<file path="src/design/cau_pkg.sv">
package cau_pkg;

    // Width of the operand and result ports
    localparam int OUT_W  = 32;
    localparam int KIND_W = 2;

    // Operation codes
    typedef enum logic [KIND_W-1:0] {
        KIND_ADD = 2'd0,
        KIND_SUB = 2'd1,
        KIND_MUL = 2'd2,
        KIND_DIV = 2'd3
    } t_kind;

    // Control carried alongside the data through the divider stages
    typedef struct packed {
        logic valid;
        logic is_div;   // lanes hold a live division
        logic dbz;      // divide with zero divisor
        logic ovf;      // saturation seen on a non-divide result
        logic sat_re;   // real quotient is known to exceed the range
        logic sat_im;
        logic neg_re;   // real quotient gets a negative sign
        logic neg_im;
    } t_ctl;

endpackage

</file>
<file path="src/design/cau_div_step.sv">
// One restoring-division step for the real and imaginary lanes.
// Each lane shifts one dividend bit out of x into the partial remainder
// and shifts the quotient bit back into x.
module cau_div_step import cau_pkg::*; #(
    parameter int W = 32
) (
    input  logic            i_clk,
    input  logic            i_rst_n,
    input  logic            i_en,
    input  t_ctl            i_ctl,
    input  logic [2*W-1:0]  i_den,
    input  logic [2*W-1:0]  i_rem_re,
    input  logic [2*W-1:0]  i_rem_im,
    input  logic [W-1:0]    i_x_re,
    input  logic [W-1:0]    i_x_im,
    output t_ctl            o_ctl,
    output logic [2*W-1:0]  o_den,
    output logic [2*W-1:0]  o_rem_re,
    output logic [2*W-1:0]  o_rem_im,
    output logic [W-1:0]    o_x_re,
    output logic [W-1:0]    o_x_im
);

    logic [2*W:0]   trial_re, trial_im;
    logic [2*W:0]   diff_re, diff_im;
    logic           ge_re, ge_im;
    logic [2*W-1:0] n_rem_re, n_rem_im;
    logic [W-1:0]   n_x_re, n_x_im;

    // Compare and subtract
    always_comb begin
        trial_re = {i_rem_re, i_x_re[W-1]};
        trial_im = {i_rem_im, i_x_im[W-1]};
        diff_re  = trial_re - {1'b0, i_den};
        diff_im  = trial_im - {1'b0, i_den};
        ge_re    = trial_re >= {1'b0, i_den};
        ge_im    = trial_im >= {1'b0, i_den};
        if (i_ctl.is_div) begin
            n_rem_re = ge_re ? diff_re[2*W-1:0] : trial_re[2*W-1:0];
            n_rem_im = ge_im ? diff_im[2*W-1:0] : trial_im[2*W-1:0];
            n_x_re   = {i_x_re[W-2:0], ge_re};
            n_x_im   = {i_x_im[W-2:0], ge_im};
        end else begin
            n_rem_re = i_rem_re;
            n_rem_im = i_rem_im;
            n_x_re   = i_x_re;
            n_x_im   = i_x_im;
        end
    end

    // Control register
    always_ff @(posedge i_clk) begin
        if (!i_rst_n) begin
            o_ctl <= '0;
        end else if (i_en) begin
            o_ctl <= i_ctl;
        end
    end

    // Data registers
    always_ff @(posedge i_clk) begin
        if (i_en) begin
            o_den    <= i_den;
            o_rem_re <= n_rem_re;
            o_rem_im <= n_rem_im;
            o_x_re   <= n_x_re;
            o_x_im   <= n_x_im;
        end
    end

endmodule

</file>
<file path="config.mk">
export PLATFORM = sky130hd
export DESIGN_NAME = cau_div_step
export DESIGN_NICKNAME = d
export VERILOG_FILES = /design/src/design/cau_pkg.sv /design/src/design/cau_div_step.sv
export SDC_FILE = /design/constraint.sdc
export NUM_CORES = 1
export LEC_CHECK = 0
export ABC_CLOCK_PERIOD_IN_PS = 10180
export BUFFER_PORTS_ARGS = -buffer_cell sky130_fd_sc_hd__buf_2
export CORE_UTILIZATION = 35
export CTS_CLUSTER_DIAMETER = 100
export DETAILED_ROUTE_END_ITERATION = 10
export HOLD_SLACK_MARGIN = 0.12
export PLACE_DENSITY = 0.57
export SLEW_MARGIN = 10
export SYNTH_ARGS = -nofsm -noshare
export SYNTH_HDL_FRONTEND = slang
export SYNTH_SLANG_ARGS = --single-unit
</file>
<file path="constraint.sdc">
create_clock -name i_clk -period 10.18 [get_ports i_clk]
set_input_delay 2.036 -clock i_clk [delete_from_list [all_inputs] [get_ports i_clk]]
set_output_delay 2.036 -clock i_clk [all_outputs]
set_load 0.02 [all_outputs]
</file>
==> results of run 1 <==
[critical path, delay by kind of cell]
family	cells	cell delay, ns
buf+inv	3	0.84
compound gates	7	1.77
fa+ha+maj	1	0.41
simple gates	3	1.05
[flip-flops by register name, summed over array words and instances, names as in the netlist]
register and count:
o_rem_im 64, o_x_im 32, o_rem_re 64, o_den 64, o_ctl 8, o_x_re 32
[layout make-up]
cell class / instances / area, um^2 / share of cell area
diodes: 4 / 10.0 / 0.000428
well taps: 696 / 871 / 0.0372
clock buffers: 43 / 927 / 0.0396
clock inverters: 19 / 166 / 0.00711
repair buffers: 536 / 2760 / 0.118
flip-flops and latches: 264 / 7850 / 0.336
multi-input cells: 1575 / 10300 / 0.443
inverters: 123 / 462 / 0.0197
[power breakdown]
part	internal, mW	switching, mW
Clock	0.702	0.501
Combinational	0.415	0.748
Sequential	1.33	0.0366
[logic make-up (layout without fill, tap and decap cells)]
group | after synthesis | after routing | synth area share
AND/OR/NAND/NOR | 556 | 556 | 0.134
other | 0 | 4 | 0
AO/OA/AOI/OAI | 671 | 671 | 0.209
XOR/XNOR | 124 | 124 | 0.0566
adder cells (fa/ha/maj) | 130 | 130 | 0.0856
flip-flops | 264 | 264 | 0.409
buffers and inverters | 238 | 721 | 0.0514
multiplexers | 94 | 94 | 0.0543
[cell usage in the layout, fill, tap and decap left out, types with 19 or more instances in the layout]
cell type	Yosys	routed
ha_1	128	128
nor3_1	21	21
xnor2_1	70	70
a31oi_1	31	31
mux2i_1	25	25
buf_2	21	528
nand2_1	101	101
nor2b_1	30	30
nand4_1	45	45
inv_1	123	123
nor2_1	254	254
edfxtp_1	256	256
clkbuf_16	0	36
nand3_1	39	39
o21ai_0	85	85
mux2_2	65	65
a21oi_1	336	336
a21o_1	51	51
xor2_1	54	54
o21bai_1	37	37
o21ai_1	19	19
[per-layer routing]
layer  part of all wire  track usage  vias up
met4              0.026       0.0715        8
met5            0.00072            0        -
li1                   -            -     8544
met1               0.42        0.308     8493
met3              0.066       0.0453       98
met2               0.49        0.423      677
[worst paths after layout]
path                  start  slack (ns)      endpoint
setup / recovery  i_den[10]        4.27  o_rem_re[28]
hold / removal     o_ctl[6]        0.52      o_ctl[6]
setup reg to reg   o_ctl[3]        9.56      o_ctl[3]
hold reg to reg    o_ctl[6]        0.52      o_ctl[6]
[stage by stage]
stage                     utilization  cell area (um^2)  hold WS (ns)  total power [mW]  setup slack [ns]
after floorplan                     -             19200         0.590              2.14              5.32
after global placement          0.412             22300         0.496              2.54              3.74
after detailed placement        0.412             22300         0.511              2.55              3.68
after CTS                       0.433             23400         0.525              3.77              4.26
after global routing            0.433             23400         0.552              3.91              3.99
final                           0.433             23400         0.516              3.73              4.27
==> results.cfg, run 1 <==
[run_status]
status = complete, no violations

[timing]
hold_viol = 0
max_freq_mhz = 169
rsz0062_at_grt = false
fin_crit_ns = 5.91
tightest_slew_ns = 1.18
max_slew_margin = 0.213
slew_violations = 0
finalCritPeriodShare = 0.580
skew_ns = 0
finalSetupViolCount = 0
fin_tns_setup_ns = 0

[yosys]
synth.ff_latch_count = 264
syn_avg_cell_area_um2 = 9.24
seq_area_frac_synth = 0.409
yosysWarnings = 0
synth.area.top_cells = edfxtp_1, a21oi_1, ha_1, nor2_1, mux2_2
synthFlopType = edfxtp_1
synth_commonest_cells = a21oi_1, edfxtp_1, nor2_1
syn-instance-count = 2077
syn_nets = 2474
synth_top_area_share = 0.401
synth_cell_types = 78
yosysMostFrequentCell = a21oi_1
synth_top_area_cell = edfxtp_1
synthArstFlopShare = 0
syn_area_um2 = 19200
synth_edf_count = 256

[global_route]
grt-ovfl-total = 0
grt_pass1_vias = 17400
grt_max_degree = 212
grtUsageTotal = 0.244
antenna_found_initial = 10
grt_pass1_wl_um = 105000

[clock_network]
ctsHtreeMaxLevel = 2
cts_buffers = 35
clock_latency_ns = 0.54
cts_num_sinks = 264
cts_setup_buffers = 0
cts_resized = 0
holdBufCountCts = 0
path_clk_slew_ns = 0.06
clk_path_buf_depth = 3
cts_root_buffer = clkbuf_16
cts_tree = yes

[power]
powerDensity_nw_per_um2 = 160
p_leak_nw = 10.1
peakVddDrop_v = 0.000124

[floorplan]
core_area_um2 = 54000
die_h_um = 236
rows = 85
ios = 531
dieArea_um2 = 55700
dieWidth_um = 236
start_util = 0.355

[final_layout]
finalNetCount = 2932
fillers = 5423
final_cell_count_no_fill = 3260
area.growth.synth_to_final_pct = 21.9
drive_gt1_frac = 0.264

[worst_setup_path]
end_kind = flop
reg2reg_depth = 2
cp.required_ns = 10.40
slowest_stage = buf_4
critPathKind = input port to flop
max_stage_delay_ns = 0.65
cp_cell_sequence = buf_2 > inv_1 > ha_1 > a21oi_1 > o21ai_0 > a31o_2 > a21oi_1 > nor3b_1 > o211ai_1 > nand3_1 > a31oi_4 > buf_4 > nand2b_1 > o21ai_0
arrival_ns = 6.13
worstSetupStartpointType = input port
critPathMaxFanout = 73

[route]
drtPass1Iterations = 5
viasPerCell = 5.47
totalWireLength_um = 70400
ant_nets = 0
dr_total_vias = 17800
wl_per_cell_um = 21.6
drc = 0
drtIter0Drc = 1217

[placed_design]
gp_congestion = 0.980
hpwl_um = 56400
numPlacedInstances = 3194
numPortBuffers = 530

[min_path]
min_path_type = flop to flop
hold_depth = 2

[job]
drv_cap = 0
(Power assumes the default switching activity.)
==> inputs of run 2 (changes only) <==
- ABC_CLOCK_PERIOD_IN_PS: 10180 -> 5100
- PLACE_DENSITY: 0.57 -> 0.59
- clock period: 10.18 -> 5.1 ns (I/O delays scaled with it)
==> run 2 against run 1 <==
Net effect:
- cell area rose by 0.87%
- sequential power rose by 100%
- register-to-register slack got worse by 5.1 ns
- clock skew did not move
- hold slack got worse by 0.0049 ns
- first-iteration DRC count rose by 4.6%
- power rose by 97%
- non-clock buffer count rose by 32
==> results.cfg, run 2 (synthesis gave the netlist of run 1 again) <==
[clock_network]
cts_tree = yes
cts_buffers = 31
cts_root_buffer = clkbuf_16
clk_path_buf_depth = 3
cts_resized = 0
ctsHtreeMaxLevel = 1
clock_latency_ns = 0.59
holdBufCountCts = 0
path_clk_slew_ns = 0.06
cts_num_sinks = 264
cts_setup_buffers = 0

[run_status]
status = complete, no violations

[timing]
skew_ns = 0
tightest_slew_ns = 0.846
slew_violations = 0
finalSetupViolCount = 0
fin_crit_ns = 4.17
finalCritPeriodShare = 0.818
rsz0062_at_grt = false
fin_ws_ns = 0.929
max_slew_margin = 0.436
fin_tns_setup_ns = 0
max_freq_mhz = 240
hold_viol = 0

[final_layout]
area.growth.synth_to_final_pct = 23.0
reg_top3 = o_den: 64 flops, o_rem_im: 64 flops, o_rem_re: 64 flops
final_area_um2 = 23600
layout_common_cells = buf_2, a21oi_1, edfxtp_1
drive_gt1_frac = 0.273
layout_commonest_cell = buf_2
finalNetCount = 2960

[worst_setup_path]
reg2reg_depth = 2
worstSetupStartpointType = input port
end_kind = flop
critPathKind = input port to flop
arrival_ns = 4.47
critPathMaxFanout = 3
cp.required_ns = 5.40

[route]
ant_nets = 0
wl_per_cell_um = 21.7
drc = 0
dr_total_vias = 17900
viasPerCell = 5.45
totalWireLength_um = 71400
drtPass1Iterations = 8
drtIter0Drc = 1273

[power]
peakVddDrop_v = 0.000274
power.switching_mw = 2.55
clkPwrFrac = 0.307
power_frac_seq = 0.372
total_power_mw = 7.36
swShare = 0.346
intPower_mw = 4.82
pwr-share-comb = 0.321
p_leak_nw = 10.2
powerDensity_nw_per_um2 = 312

[global_route]
grt_pass1_wl_um = 105000
grtUsageTotal = 0.246
grt-ovfl-total = 0
antenna_found_initial = 7
grt_max_degree = 120
grt_pass1_vias = 17500

[placed_design]
numPortBuffers = 530
hpwl_um = 57800
dp_slack_ns = 0.331
place_area_um2 = 22600
gp_congestion = 0.921

[min_path]
hold_depth = 2
min_path_type = flop to flop

[floorplan]
dieArea_um2 = 55700
start_util = 0.355
ios = 531
die_h_um = 236
core_area_um2 = 54000
rows = 85
dieWidth_um = 236

[job]
drv_cap = 0
-- run 2: cell types whose count changed in the layout (fill, tap and decap cells not counted) --
cell,before,now
clkinv_2,2,4
clkinv_1,8,5
clkbuf_16,36,31
buf_12,3,7
buf_4,3,31
diode_2,4,5
inv_4,0,3
inv_6,3,2
clkinvlp_4,2,0
clkinv_8,1,0
bufinv_16,2,3
clkbuf_8,0,2
-- run 2: worst paths after layout --
| kind | from | end | slack (ns) |
|---|---|---|---|
| setup reg to reg | o_ctl[0] | o_ctl[0] | 4.47 |
| setup / recovery | i_x_re[31] | o_rem_re[42] | 0.93 |
| hold / removal | o_ctl[1] | o_ctl[1] | 0.51 |
| hold reg to reg | o_ctl[1] | o_ctl[1] | 0.51 |
-- run 2: layout make-up --
cell class | instances | area, um^2
sequential | 264 | 7850
inverter | 123 | 462
fill | 5389 | 30400
multi-input combinational | 1575 | 10300
antenna | 5 | 12.5
timing repair buffer | 568 | 3050
tap | 696 | 871
clock buffer | 40 | 830
clock inverter | 18 | 174
-- run 2: power by group through the flow --
stage          clock (mW)  combinational [mW]  sequential, mW
6_report             2.26                2.37            2.74
5_1_grt              2.39                2.56            2.75
4_1_cts              2.32                2.36            2.74
3_5_place_dp            0                2.35            2.78
3_3_place_gp            0                2.35            2.78
2_1_floorplan           0                1.21            3.05
-- run 2: through the flow --
stage	cells	hold WS (ns)	utilization
5_1_grt	3286	0.532	0.437
3_3_place_gp	3226	0.494	0.418
2_1_floorplan	2077	0.590	-
6_report	3289	0.512	0.437
4_1_cts	3284	0.515	0.436
3_5_place_dp	3226	0.499	0.418
-- run 2: worst max-delay path: stages --
cell,delay [ns]
buf_2,0.12
inv_1,0.06
ha_1,0.22
fa_1,0.41
nand2b_1,0.19
a21oi_1,0.22
o21ai_1,0.22
buf_4,0.20
o21ai_0,0.17
buf_4,0.17
nor3_1,0.05
nor2_1,0.24
a21oi_1,0.19
o31ai_1,0.47
a21oi_1,0.17
xnor2_1,0.21
o221ai_1,0.13
-- run 2: per-layer routing --
layer,part of all wire,GRT usage,up-vias
li1,-,-,8608
met3,0.058,0.0370,108
met2,0.49,0.437,695
met4,0.031,0.0792,8
met1,0.42,0.305,8495
met5,0.00088,0,-
